## config.mk

```make
export PLATFORM = sky130hd
export DESIGN_NAME = can_fragment_reassembler_top_flat
export DESIGN_NICKNAME = d
export VERILOG_FILES = /design/src/hw/rtl/cfr_pkg.sv /design/src/hw/rtl/cfr_in_if.sv /design/src/hw/rtl/cfr_out_if.sv /design/src/hw/rtl/cfr_frame_step.sv /design/src/hw/rtl/can_fragment_reassembler_top.sv /design/src/flat_wrapper.sv
export VERILOG_INCLUDE_DIRS = /design/src /design/src/hw/rtl
export SDC_FILE = /design/constraint.sdc
export NUM_CORES = 1
export LEC_CHECK = 0
export BUFFER_PORTS_ARGS = -buffer_cell sky130_fd_sc_hd__buf_2
export CAP_MARGIN = 40
export CORE_ASPECT_RATIO = 1.4
export CORE_UTILIZATION = 57
export DETAILED_ROUTE_END_ITERATION = 16
export GPL_ROUTABILITY_DRIVEN = 0
export GPL_TIMING_DRIVEN = 1
export PLACE_DENSITY = 0.86
export SYNTH_ARGS = -nofsm -noshare
export SYNTH_HDL_FRONTEND = slang
export SYNTH_SLANG_ARGS = --single-unit
```

## constraint.sdc

```tcl
create_clock -name clk -period 8.6 [get_ports clk]
set_clock_uncertainty 0.05 [all_clocks]
set_input_delay 0.43 -clock clk [delete_from_list [all_inputs] [get_ports clk]]
set_output_delay 0.43 -clock clk [all_outputs]
set_load 0.02 [all_outputs]
```

## src/hw/rtl/can_fragment_reassembler_top_macros.svh

```systemverilog
// ----------------------------------------------------------------------------
// CAN fragment reassembler assertion macros
// Shared concurrent assertion forms, clocked on clk and disabled in reset.
// ----------------------------------------------------------------------------
`ifndef CAN_FRAGMENT_REASSEMBLER_TOP_MACROS_SVH
`define CAN_FRAGMENT_REASSEMBLER_TOP_MACROS_SVH

// Condition that must hold at every clock edge out of reset.
`define CFR_ASSERT_ALWAYS(label, cond, msg) \
  label: assert property (@(posedge clk) disable iff (rst) (cond)) else $error(msg);

// Consequence that must hold in the same cycle as the antecedent.
`define CFR_ASSERT_SAME(label, ante, cons, msg) \
  label: assert property (@(posedge clk) disable iff (rst) (ante) |-> (cons)) \
    else $error(msg);

// Consequence that must hold in the cycle after the antecedent.
`define CFR_ASSERT_NEXT(label, ante, cons, msg) \
  label: assert property (@(posedge clk) disable iff (rst) (ante) |=> (cons)) \
    else $error(msg);

`endif

```

## src/hw/rtl/cfr_pkg.sv

```systemverilog
// ----------------------------------------------------------------------------
// CAN fragment reassembler package
// Shared types, codes and constants for the reassembler modules.
// ----------------------------------------------------------------------------
package cfr_pkg;

  localparam int unsigned FRAME_BYTES = 8;
  localparam logic [3:0]  FRAME_BYTES_CNT = 4'd8;

  // Addressing modes (ds*4 + gr*2 + di) that carry a trailing peer address.
  localparam logic [2:0] ADDR_MODE_DS_DI    = 3'd5;
  localparam logic [2:0] ADDR_MODE_DS_GR_DI = 3'd7;

  typedef enum logic [1:0] {
    FRAG_SINGLE = 2'd0,
    FRAG_FIRST  = 2'd1,
    FRAG_MIDDLE = 2'd2,
    FRAG_LAST   = 2'd3
  } frag_type_t;

  typedef enum logic [2:0] {
    ST_FIRST        = 3'd0,
    ST_MIDDLE       = 3'd1,
    ST_COMPLETE     = 3'd2,
    ST_SEQ_ERROR    = 3'd3,
    ST_UNFRAGMENTED = 3'd4,
    ST_OVERFLOW     = 3'd5
  } status_t;

  typedef struct packed {
    logic [1:0]  fragment_type;
    logic [2:0]  frame_counter;
    logic        dest_select;
    logic        group_flag;
    logic        direct_flag;
    logic [1:0]  header_skip;
    logic [3:0]  frame_length;
    logic [63:0] frame_bytes;
  } frame_t;

  typedef struct packed {
    status_t     status;
    logic [63:0] payload_bytes;
    logic [3:0]  payload_count;
    logic [7:0]  total_length;
  } result_t;

  typedef struct packed {
    logic [2:0] expected_counter;
    logic [7:0] message_length;
  } msg_state_t;

endpackage

```

## src/hw/rtl/cfr_in_if.sv

```systemverilog
// ----------------------------------------------------------------------------
// CAN fragment reassembler frame channel
// Valid/ready channel that carries one received CAN frame per word.
// ----------------------------------------------------------------------------
interface cfr_in_if;
  logic        valid;
  logic        ready;
  logic [1:0]  fragment_type;
  logic [2:0]  frame_counter;
  logic        dest_select;
  logic        group_flag;
  logic        direct_flag;
  logic [1:0]  header_skip;
  logic [3:0]  frame_length;
  logic [63:0] frame_bytes;

  modport source (
    output valid, fragment_type, frame_counter, dest_select, group_flag,
           direct_flag, header_skip, frame_length, frame_bytes,
    input  ready
  );

  modport sink (
    input  valid, fragment_type, frame_counter, dest_select, group_flag,
           direct_flag, header_skip, frame_length, frame_bytes,
    output ready
  );
endinterface

```

## src/hw/rtl/cfr_out_if.sv

```systemverilog
// ----------------------------------------------------------------------------
// CAN fragment reassembler result channel
// Valid/ready channel that carries one reassembly result per word.
// ----------------------------------------------------------------------------
interface cfr_out_if;
  logic        valid;
  logic        ready;
  logic [2:0]  status;
  logic [63:0] payload_bytes;
  logic [3:0]  payload_count;
  logic [7:0]  total_length;

  modport source (
    output valid, status, payload_bytes, payload_count, total_length,
    input  ready
  );

  modport sink (
    input  valid, status, payload_bytes, payload_count, total_length,
    output ready
  );
endinterface

```

## src/hw/rtl/cfr_frame_step.sv

```systemverilog
// ----------------------------------------------------------------------------
// CAN fragment reassembler frame step
// Combinational byte extraction, counter check and length update for a frame.
// ----------------------------------------------------------------------------
module cfr_frame_step #(
  parameter int unsigned MAX_MESSAGE_BYTES = 255
) (
  input  cfr_pkg::frame_t     frame,
  input  cfr_pkg::msg_state_t state,
  output cfr_pkg::result_t    res,
  output cfr_pkg::msg_state_t state_next
);

  localparam logic [8:0] MaxLen = 9'(MAX_MESSAGE_BYTES);

  logic [2:0]  mode;
  logic        addr_byte;
  logic [3:0]  dlc;
  logic [3:0]  count;
  logic [63:0] shifted;
  logic [63:0] keep_mask;
  logic [2:0]  counter_inc;
  logic [8:0]  sum;

  always_comb begin
    mode      = {frame.dest_select, frame.group_flag, frame.direct_flag};
    addr_byte = (mode == cfr_pkg::ADDR_MODE_DS_DI) || (mode == cfr_pkg::ADDR_MODE_DS_GR_DI);
    dlc       = (frame.frame_length > cfr_pkg::FRAME_BYTES_CNT) ?
                cfr_pkg::FRAME_BYTES_CNT : frame.frame_length;
    counter_inc = state.expected_counter + 3'd1;

    // Byte count by fragment kind; a first fragment also drops header bytes.
    case (cfr_pkg::frag_type_t'(frame.fragment_type))
      cfr_pkg::FRAG_FIRST: begin
        count = cfr_pkg::FRAME_BYTES_CNT - {2'b00, frame.header_skip} - {3'b000, addr_byte};
      end
      cfr_pkg::FRAG_MIDDLE: begin
        count = cfr_pkg::FRAME_BYTES_CNT - {3'b000, addr_byte};
      end
      cfr_pkg::FRAG_LAST: begin
        count = (dlc >= {3'b000, addr_byte}) ? dlc - {3'b000, addr_byte} : 4'd0;
      end
      default: begin
        count = 4'd0;
      end
    endcase

    shifted = (cfr_pkg::frag_type_t'(frame.fragment_type) == cfr_pkg::FRAG_FIRST) ?
              frame.frame_bytes >> {frame.header_skip, 3'b000} : frame.frame_bytes;
    for (int i = 0; i < cfr_pkg::FRAME_BYTES; i++) begin
      keep_mask[i*8 +: 8] = (4'(i) < count) ? 8'hff : 8'h00;
    end

    sum = {1'b0, state.message_length} + {5'b00000, count};

    res.status        = cfr_pkg::ST_UNFRAGMENTED;
    res.payload_bytes = '0;
    res.payload_count = 4'd0;
    state_next        = state;

    case (cfr_pkg::frag_type_t'(frame.fragment_type))
      cfr_pkg::FRAG_FIRST: begin
        res.status                  = cfr_pkg::ST_FIRST;
        res.payload_bytes           = shifted & keep_mask;
        res.payload_count           = count;
        state_next.expected_counter = 3'd0;
        state_next.message_length   = {4'b0000, count};
      end
      cfr_pkg::FRAG_MIDDLE, cfr_pkg::FRAG_LAST: begin
        // The expected counter advances even when the frame is rejected.
        state_next.expected_counter = counter_inc;
        if (counter_inc == frame.frame_counter) begin
          res.payload_bytes = shifted & keep_mask;
          res.payload_count = count;
          if (sum > MaxLen) begin
            res.status                = cfr_pkg::ST_OVERFLOW;
            state_next.message_length = MaxLen[7:0];
          end else begin
            res.status = (cfr_pkg::frag_type_t'(frame.fragment_type) == cfr_pkg::FRAG_MIDDLE) ?
                         cfr_pkg::ST_MIDDLE : cfr_pkg::ST_COMPLETE;
            state_next.message_length = sum[7:0];
          end
        end else begin
          res.status = cfr_pkg::ST_SEQ_ERROR;
        end
      end
      default: begin
        res.status = cfr_pkg::ST_UNFRAGMENTED;
      end
    endcase

    res.total_length = state_next.message_length;
  end

endmodule

```

## src/hw/rtl/can_fragment_reassembler_top.sv

```systemverilog
// ----------------------------------------------------------------------------
// CAN fragment reassembler top level
// Each accepted frame word yields one registered result word.
// Throughput: one frame per cycle when result.ready; single result register.
// Reset (synchronous rst): counter, length and result valid clear to zero.
// ----------------------------------------------------------------------------
`include "can_fragment_reassembler_top_macros.svh"

// Each accepted frame is decoded in one pass of combinational logic: the
// addressing mode decides whether the last data byte is a peer address, the
// fragment type selects how many bytes to keep, and middle and last fragments
// are checked against the expected counter. The result lands in a single
// output register, and the message state (expected counter and running
// length) is updated at the same edge, so the next frame sees it at once.
//
// The frame side is ready whenever the result register is empty or its word
// is being taken in this cycle, so a waiting result blocks no intake beyond
// the one register; with result ready, one word moves per cycle.
module can_fragment_reassembler_top #(
  parameter int unsigned MAX_MESSAGE_BYTES = 255
) (
  input logic      clk,
  input logic      rst,
  cfr_in_if.sink   frame,
  cfr_out_if.source result
);

  // Message state carried from frame to frame.
  logic [2:0] expected_counter;
  logic [7:0] message_length;

  // Result register.
  logic             out_valid;
  cfr_pkg::result_t out_word;

  cfr_pkg::frame_t     frame_word;
  cfr_pkg::msg_state_t state_cur;
  cfr_pkg::msg_state_t state_next;
  cfr_pkg::result_t    res_next;
  logic                frame_take;

  assign frame_word.fragment_type = frame.fragment_type;
  assign frame_word.frame_counter = frame.frame_counter;
  assign frame_word.dest_select   = frame.dest_select;
  assign frame_word.group_flag    = frame.group_flag;
  assign frame_word.direct_flag   = frame.direct_flag;
  assign frame_word.header_skip   = frame.header_skip;
  assign frame_word.frame_length  = frame.frame_length;
  assign frame_word.frame_bytes   = frame.frame_bytes;

  assign state_cur.expected_counter = expected_counter;
  assign state_cur.message_length   = message_length;

  cfr_frame_step #(
    .MAX_MESSAGE_BYTES(MAX_MESSAGE_BYTES)
  ) u_step (
    .frame      (frame_word),
    .state      (state_cur),
    .res        (res_next),
    .state_next (state_next)
  );

  // The register can take a new word when empty or when its word leaves now.
  assign frame.ready = !out_valid || result.ready;
  assign frame_take  = frame.valid && frame.ready;

  always_ff @(posedge clk) begin
    if (rst) begin
      expected_counter <= 3'd0;
      message_length   <= 8'd0;
      out_valid        <= 1'b0;
    end else begin
      if (frame_take) begin
        expected_counter <= state_next.expected_counter;
        message_length   <= state_next.message_length;
        out_valid        <= 1'b1;
      end else if (result.ready) begin
        out_valid <= 1'b0;
      end
    end
  end

  // Payload of the result register needs no reset; valid guards it.
  always_ff @(posedge clk) begin
    if (frame_take) begin
      out_word <= res_next;
    end
  end

  assign result.valid         = out_valid;
  assign result.status        = out_word.status;
  assign result.payload_bytes = out_word.payload_bytes;
  assign result.payload_count = out_word.payload_count;
  assign result.total_length  = out_word.total_length;

  // A rejected fragment never carries payload.
  `CFR_ASSERT_SAME(a_seq_err_empty, out_valid && (out_word.status == cfr_pkg::ST_SEQ_ERROR), (out_word.payload_count == 4'd0) && (out_word.payload_bytes == 64'd0), "sequence error with payload")

  // The running length never passes the configured limit.
  `CFR_ASSERT_ALWAYS(a_len_limit, {24'd0, message_length} <= 32'(MAX_MESSAGE_BYTES), "message length above limit")

  // A first fragment restarts the counter and reports the new length.
  `CFR_ASSERT_NEXT(a_first_restart, frame_take && (frame.fragment_type == cfr_pkg::FRAG_FIRST), (expected_counter == 3'd0) && (out_word.total_length == message_length), "first fragment did not restart")

  // The reported length matches the stored length right after acceptance.
  `CFR_ASSERT_NEXT(a_len_match, frame_take, out_valid && (out_word.total_length == message_length), "reported length differs from state")

endmodule
```

## src/flat_wrapper.sv

```systemverilog
// flat-port wrapper written by rule: the top's interface ports become plain ports
module can_fragment_reassembler_top_flat 
#(
  parameter int unsigned MAX_MESSAGE_BYTES = 255
)
  (clk, rst, frame_valid, frame_fragment_type, frame_frame_counter, frame_dest_select, frame_group_flag, frame_direct_flag, frame_header_skip, frame_frame_length, frame_frame_bytes, frame_ready, result_valid, result_status, result_payload_bytes, result_payload_count, result_total_length, result_ready);
  cfr_in_if frame_i ();
  cfr_out_if result_i ();
  input logic clk;
  input logic rst;
  input wire logic [$bits(frame_i.valid)-1:0] frame_valid;
  input wire logic [$bits(frame_i.fragment_type)-1:0] frame_fragment_type;
  input wire logic [$bits(frame_i.frame_counter)-1:0] frame_frame_counter;
  input wire logic [$bits(frame_i.dest_select)-1:0] frame_dest_select;
  input wire logic [$bits(frame_i.group_flag)-1:0] frame_group_flag;
  input wire logic [$bits(frame_i.direct_flag)-1:0] frame_direct_flag;
  input wire logic [$bits(frame_i.header_skip)-1:0] frame_header_skip;
  input wire logic [$bits(frame_i.frame_length)-1:0] frame_frame_length;
  input wire logic [$bits(frame_i.frame_bytes)-1:0] frame_frame_bytes;
  output wire logic [$bits(frame_i.ready)-1:0] frame_ready;
  output wire logic [$bits(result_i.valid)-1:0] result_valid;
  output wire logic [$bits(result_i.status)-1:0] result_status;
  output wire logic [$bits(result_i.payload_bytes)-1:0] result_payload_bytes;
  output wire logic [$bits(result_i.payload_count)-1:0] result_payload_count;
  output wire logic [$bits(result_i.total_length)-1:0] result_total_length;
  input wire logic [$bits(result_i.ready)-1:0] result_ready;
  assign frame_i.valid = frame_valid;
  assign frame_i.fragment_type = frame_fragment_type;
  assign frame_i.frame_counter = frame_frame_counter;
  assign frame_i.dest_select = frame_dest_select;
  assign frame_i.group_flag = frame_group_flag;
  assign frame_i.direct_flag = frame_direct_flag;
  assign frame_i.header_skip = frame_header_skip;
  assign frame_i.frame_length = frame_frame_length;
  assign frame_i.frame_bytes = frame_frame_bytes;
  assign frame_ready = frame_i.ready;
  assign result_valid = result_i.valid;
  assign result_status = result_i.status;
  assign result_payload_bytes = result_i.payload_bytes;
  assign result_payload_count = result_i.payload_count;
  assign result_total_length = result_i.total_length;
  assign result_i.ready = result_ready;
  can_fragment_reassembler_top #(.MAX_MESSAGE_BYTES(MAX_MESSAGE_BYTES)) u_core (.clk(clk), .rst(rst), .frame(frame_i), .result(result_i));
endmodule
```

==> run_results.csv, run 1 <==
group,metric,value,unit
clock_network,clk_latency,340,ps
layout,area_growth_syn_to_layout,19.65,%
setup_path,critPathMaxStageDelay,610,ps
clock_network,cts_tree,"yes",
routing,wl_per_cell,20.52,um
status,status,"finished clean",
clock_network,clk_path_buf_depth,2,
hold_path,hp-class,"in2reg",
setup_path,path_common_cell,"ha_1",
global_routing,track_usage,33.06,%
floorplanning,fp.dieW,87.49,um
setup_path,crit_path_start_kind,"primary input",
sta,slew_violations,0,
routing,finalWirelength,17.71,mm
power_and_ir_drop,powerDensity,168.1,nW/um^2
power_and_ir_drop,peakVddDrop,0.1005,mV
clock_network,cts_buffers,9,
sta,rsz0062_at_grt,"false",
synth,syn_nets,675,
layout,drive_above_1_share,30.22,%
routing,vias,5817,
clock_network,ctsHoldBuffers,0,
setup_path,slowest_stage,"buf_4",
power_and_ir_drop,power_leakage,2.871,nW
sta,hold_viol,0,
place,hpwlAfterDp,12.40,mm
synth,yosysWarnings,0,
sta,setup_tns,0,ps
sta,setup_viol,0,
setup_path,cp.required,8710,ps
floorplanning,core_area,9953,sq um
layout,diodes,0,
floorplanning,start_util,58.59,%
routing,route.detailed.drc,0,
synth,yosysSeqAreaShare,44.80,%
global_routing,antenna_found_initial,0,
setup_path,crit_buf_inv,3,
synth,synth_edf_count,79,
place,portBuffers,161,
setup_path,cp_top_family,"compound AO/OA/AOI/OAI gates",
sta,fin_crit_sh,52.35,%
global_routing,overflow,0,
place,place_inst,846,
sta,slew-limit-headroom,31.41,%
sta,post-route-min-period,4502,ps
clock_network,root_buffer,"clkbuf_16",
layout,fillCellCount,749,
routing,dr_wl_met3,1.806,mm
layout,regArea,2613,sq um
clock_network,ctsResizeCount,0,
floorplanning,num_rows,43,
sta,whs,304.4,ps
layout,finalNonFillerCells,863,
clock_network,clk_pin_slew,60,ps
synth,ys_ff_latch,91,
clock_network,clock-sinks,91,
synth,syn_area,5832,sq um
flow_run,drv_cap,0,
layout,multiInputGateArea,2947,sq um
setup_path,arrival,4610,ps
setup_path,cp_max_fo,70,
synth,synth_cells,583,
setup_path,path_class,"in2reg",
synth,synth_ff_type,"edfxtp_1",
sta,worst_pin_slew,1029,ps
clock_network,post-cts-setup-buffer-count,0,
global_routing,grt_pass1_vias,5558,
power_and_ir_drop,p_total,0.001173,W
global_routing,grt_start_max_net_pins,77,
routing,drt_iter0_markers,867,
floorplanning,ios,163,
sta,fmax,222.1,MHz
routing,drt-pass1-iter-count,8,
routing,drtAntennaViolNets,0,
routing,dr_wl_met2,8.705,mm
clock_network,htree_levels,3,
synth,avgSynthCellArea,10.00,sq um
synth,synthArstFlopShare,0,%
floorplanning,dieArea,10650,sq um
floorplanning,dieHeight,121.7,um
layout,nets,815,
routing,topRoutingLayerUsed,"met4",
setup_path,worstPathCellList,"buf_2, buf_4, clkinv_1, ha_1, ha_1, nand2b_1, o311ai_0, o21ai_0, ha_1, a21oi_1, a21oi_1, a21boi_0, a311oi_1",
routing,vias_per_cell,6.740,
routing,m1WireLength,6.086,mm
setup_path,worstSetupEndpointType,"flop",
synth,synthDistinctLibCells,74,
global_routing,grt_pass1_wl,26.94,mm
-- sequential cells by signal, indices dropped and copies added, names as in the netlist --
register and count:
u_core.expected_counter 3, u_core.message_length 8, u_core.result.payload_bytes 64, u_core.result.payload_count 4
u_core.result.status 3, u_core.result.total_length 8, u_core.result.valid 1
-- cell type report --
class	instances	share of cell area (%)
multi-input cells	429	42.23
flip-flops and latches	91	37.44
repair buffers	171	12.59
clock buffers	9	3.228
well taps	135	2.421
inverters	21	1.130
clock inverters	7	0.9683
-- layer usage --
| metal | track usage, % | vias up |
|---|---|---|
| met3 | 6.369 | 110 |
| li1 | - | 2532 |
| met2 | 55.57 | 485 |
| met5 | 0 | - |
| met4 | 22.54 | 0 |
| met1 | 37.57 | 2690 |
-- synthesized netlist by cell type, drive strengths merged, types with 5 or more instances --
master | instances | area (sq um)
edfxtp | 79 | 2372
and2 | 8 | 50.05
a211oi | 5 | 42.54
inv | 20 | 75.07
o22a | 5 | 43.79
nand2b | 12 | 75.07
buf | 20 | 117.6
a31oi | 5 | 46.29
nand2 | 43 | 177.7
and3 | 12 | 75.07
clkbuf | 22 | 82.58
ha | 9 | 112.6
mux4 | 7 | 157.7
nor2b | 6 | 37.54
nor2 | 52 | 195.2
mux2i | 27 | 270.3
nor3 | 38 | 205.2
dfxtp | 12 | 240.2
a21oi | 45 | 229.0
o22ai | 8 | 50.05
a22oi | 21 | 157.7
o221ai | 20 | 175.2
o21ai | 31 | 158.9
nand3 | 8 | 40.04
a22o | 6 | 52.55
-- logic make-up after synthesis --
logic type | count (synthesis) | share of synthesized area [%]
mux | 38 | 8.110
flops | 91 | 44.80
xor+xnor | 5 | 1.008
buf+inv | 63 | 4.784
fa+ha+maj | 10 | 2.274
simple gates | 195 | 16.91
compound gates | 181 | 22.12
-- layout by cell type (no fill, tap or decap), types with 5 or more instances in the layout --
cell type	synthesis	layout
a21oi_1	44	43
a22o_1	6	6
a22oi_1	21	21
and2_1	7	7
and3_1	12	12
buf_2	9	162
buf_4	2	9
clkbuf_16	0	9
dfxtp_1	12	12
edfxtp_1	79	79
ha_1	9	9
inv_1	20	19
mux2i_1	27	27
mux4_2	7	7
nand2_1	42	42
nand2b_1	12	12
nand3_1	8	8
nor2_1	52	52
nor2b_1	6	5
nor3_1	35	35
o21ai_0	30	29
o221ai_1	20	20
o22a_1	5	5
o22ai_1	8	8
-- power breakdown --
part | switching (W) | internal, W | total [W]
Clock | 0.000165 | 0.000224 | 0.000389
Sequential | 0.00000739 | 0.000513 | 0.000520
Combinational | 0.000173 | 0.0000910 | 0.000264
-- stage by stage --
step	worst slack [ps]	utilization, %	area [sq um]
final	4098	70.11	6978
after global routing	3810	70.11	6978
after CTS	4197	70.06	6973
after detailed placement	3899	67.12	6680
after global placement	3979	67.04	6673
after floorplan	4981	-	5832
-- worst register-to-register path: stages (launching register included) --
cell     delay [ps]
dfxtp_1         340
ha_1            250
xor3_1          340
nor3_1           70
buf_4           180
a21oi_2         610
buf_4           380
nor2_1          110
o32ai_1         310
-- path summary, 6_finish.rpt --
check | startpoint | end | slack (ps) | cells after the start
worst min-delay path | frame_valid | u_core.result.valid | 300 | 3
worst min register to register | u_core.expected_counter[2] | u_core.expected_counter[2] | 450 | 2
worst max-delay path | frame_header_skip[0] | u_core.result.total_length[7] | 4100 | 13
worst max register to register | u_core.expected_counter[0] | u_core.message_length[6] | 5860 | 8
No activity file was read; power rests on OpenSTA's default activity.
==> run 2: changes to the inputs <==
--- a/config.mk
+++ b/config.mk
@@ -9,11 +9,11 @@
 export BUFFER_PORTS_ARGS = -buffer_cell sky130_fd_sc_hd__buf_2
 export CAP_MARGIN = 40
 export CORE_ASPECT_RATIO = 1.4
-export CORE_UTILIZATION = 57
+export CORE_UTILIZATION = 53
 export DETAILED_ROUTE_END_ITERATION = 16
 export GPL_ROUTABILITY_DRIVEN = 0
 export GPL_TIMING_DRIVEN = 1
-export PLACE_DENSITY = 0.86
+export PLACE_DENSITY = 0.81
 export SYNTH_ARGS = -nofsm -noshare
 export SYNTH_HDL_FRONTEND = slang
 export SYNTH_SLANG_ARGS = --single-unit
==> constraint.sdc (replaced) <==
create_clock -name clk -period 4.2 [get_ports clk]
set_clock_uncertainty 0.05 [all_clocks]
set_input_delay 0.21 -clock clk [delete_from_list [all_inputs] [get_ports clk]]
set_output_delay 0.21 -clock clk [all_outputs]
set_load 0.02 [all_outputs]
==> run_results.csv, run 2 (synthesis results as in run 1) <==
group,metric,value,unit
power_and_ir_drop,p_total,0.002464,W
routing,drt_iter0_markers,702,
power_and_ir_drop,netSwitchingFraction,30.42,%
place,postPlaceCellArea,6771,sq um
clock_network,cts_tree,"yes",
routing,vias,5848,
power_and_ir_drop,peakVddDrop,0.2164,mV
layout,finalNonFillerCells,874,
setup_path,path_common_cell,"ha_1",
sta,slew_violations,0,
layout,drive_above_1_share,31.11,%
setup_path,cp.required,4280,ps
status,status,"finished clean",
sta,setup_tns,0,ps
sta,worst_pin_slew,791.9,ps
floorplanning,start_util,55.46,%
sta,rsz0062_at_grt,"false",
setup_path,cp_max_fo,11,
sta,worst_slack,786.2,ps
place,pre_cts_ws,544.0,ps
sta,fin_crit_sh,81.28,%
routing,drt-pass1-iter-count,7,
setup_path,critPathMaxStageDelay,450,ps
hold_path,hp-class,"in2reg",
setup_path,crit_path_start_kind,"primary input",
setup_path,cp_top_family,"compound AO/OA/AOI/OAI gates",
global_routing,track_usage,31.02,%
layout,diodes,0,
clock_network,clock-sinks,91,
clock_network,ctsResizeCount,0,
clock_network,cts_buffers,9,
sta,fmax,292.9,MHz
layout,final_cell_mix,"buf_2 (161), edfxtp_1 (79), nor2_1 (52), a21oi_1 (43), nand2_1 (42)",
power_and_ir_drop,powerDensity,348.2,nW/um^2
global_routing,grt.busiest_layer,"met2",
power_and_ir_drop,p_switching,0.0007497,W
place,portBuffers,161,
layout,mostFrequentLayoutCell,"buf_2",
routing,wl_per_cell,20.92,um
power_and_ir_drop,power_leakage,2.933,nW
sta,slew-limit-headroom,47.21,%
global_routing,grt_pass1_wl,27.70,mm
place,hpwlAfterDp,12.91,mm
power_and_ir_drop,p_int,0.001714,W
global_routing,grt_pass1_vias,5527,
floorplanning,core_area,10520,sq um
sta,post-route-min-period,3414,ps
setup_path,path_class,"in2reg",
place,place_inst,858,
global_routing,grt_use_met2,51.16,%
layout,fillCellCount,834,
clock_network,post-cts-setup-buffer-count,0,
global_routing,antenna_found_initial,1,
setup_path,arrival,3500,ps
layout,largest_reg_flops,64,
clock_network,clk_latency,350,ps
floorplanning,ios,163,
clock_network,clk_path_buf_depth,2,
floorplanning,num_rows,44,
global_routing,grt_start_max_net_pins,70,
clock_network,ctsHoldBuffers,0,
clock_network,htree_levels,3,
power_and_ir_drop,p_comb_share,22.4,%
setup_path,worstSetupEndpointType,"flop",
global_routing,met3_usage,5.616,%
floorplanning,dieArea,11430,sq um
setup_path,slowest_stage,"a211oi_1",
clock_network,root_buffer,"clkbuf_16",
routing,drtAntennaViolNets,0,
layout,nets,823,
layout,stdcell_area,7078,sq um
global_routing,use_met1,36.48,%
sta,setup_viol,0,
global_routing,overflow,0,
floorplanning,fp.dieW,90.66,um
routing,vias_per_cell,6.691,
routing,finalWirelength,18.29,mm
clock_network,clk_pin_slew,70,ps
setup_path,worstPathCellList,"buf_2, nand2b_1, ha_1, ha_1, nor3b_2, nand2_1, a221o_1, ha_1, a211oi_1, o21bai_1, and3_1, a311oi_1",
sta,hold_viol,0,
floorplanning,dieHeight,126.1,um
flow_run,drv_cap,0,
power_and_ir_drop,pwr-share-clk,34.3,%
routing,route.detailed.drc,0,
setup_path,crit_buf_inv,1,
layout,area_growth_syn_to_layout,21.37,%
power_and_ir_drop,pwr-share-seq,43.3,%
## run 2: cell count changes in the layout (fill, tap and decap cells not counted), sizes merged
| cell | delta |
|---|---|
| buf | +8 |
| inv | +4 |
| clkinv | -2 |
| clkinvlp | -2 |
## run 2: power by group through the flow
stage / registers (W) / logic (W) / clock network [W]
after floorplan: 0.00116 / 0.000270 / 0
after global placement: 0.00108 / 0.000513 / 0
after detailed placement: 0.00109 / 0.000534 / 0
after CTS: 0.00107 / 0.000539 / 0.000845
after global routing: 0.00107 / 0.000584 / 0.000864
final: 0.00107 / 0.000553 / 0.000845
## run 2: routing by layer
layer,vias to the layer above,share of wire [%]
met3,116,11
met2,488,48
met4,2,6.8
li1,2548,-
met1,2694,34
met5,-,0.087
## run 2: final cells by class
cell class | instances | area [sq um] | area share (%)
clock buffers | 9 | 225.2 | 3.182
clock inverters | 7 | 81.33 | 1.149
inverters | 21 | 78.83 | 1.114
multi-input cells | 429 | 2947 | 41.63
flip-flops and latches | 91 | 2613 | 36.91
well taps | 138 | 172.7 | 2.439
repair buffers | 179 | 960.9 | 13.58
## run 2: worst paths after layout
path	start	to	slack, ps	cells after the start
max	frame_frame_length[3]	u_core.result.total_length[7]	790	12
min	frame_valid	u_core.result.valid	70	3
max reg2reg	u_core.expected_counter[0]	u_core.message_length[6]	1640	8
min reg2reg	u_core.expected_counter[2]	u_core.expected_counter[2]	460	2
## run 2: tightest hold or removal path: stages
cell and delay (ps):
buf_2 110, inv_1 40, a21oi_1 60
## run 2: per-stage QoR
stage                     hold WS (ps)  util, %
final                            67.88    67.31
after global placement           415.2    63.92
after CTS                        69.56    67.31
after floorplan                  277.5        -
after global routing             86.36    67.31
after detailed placement         441.6    64.40
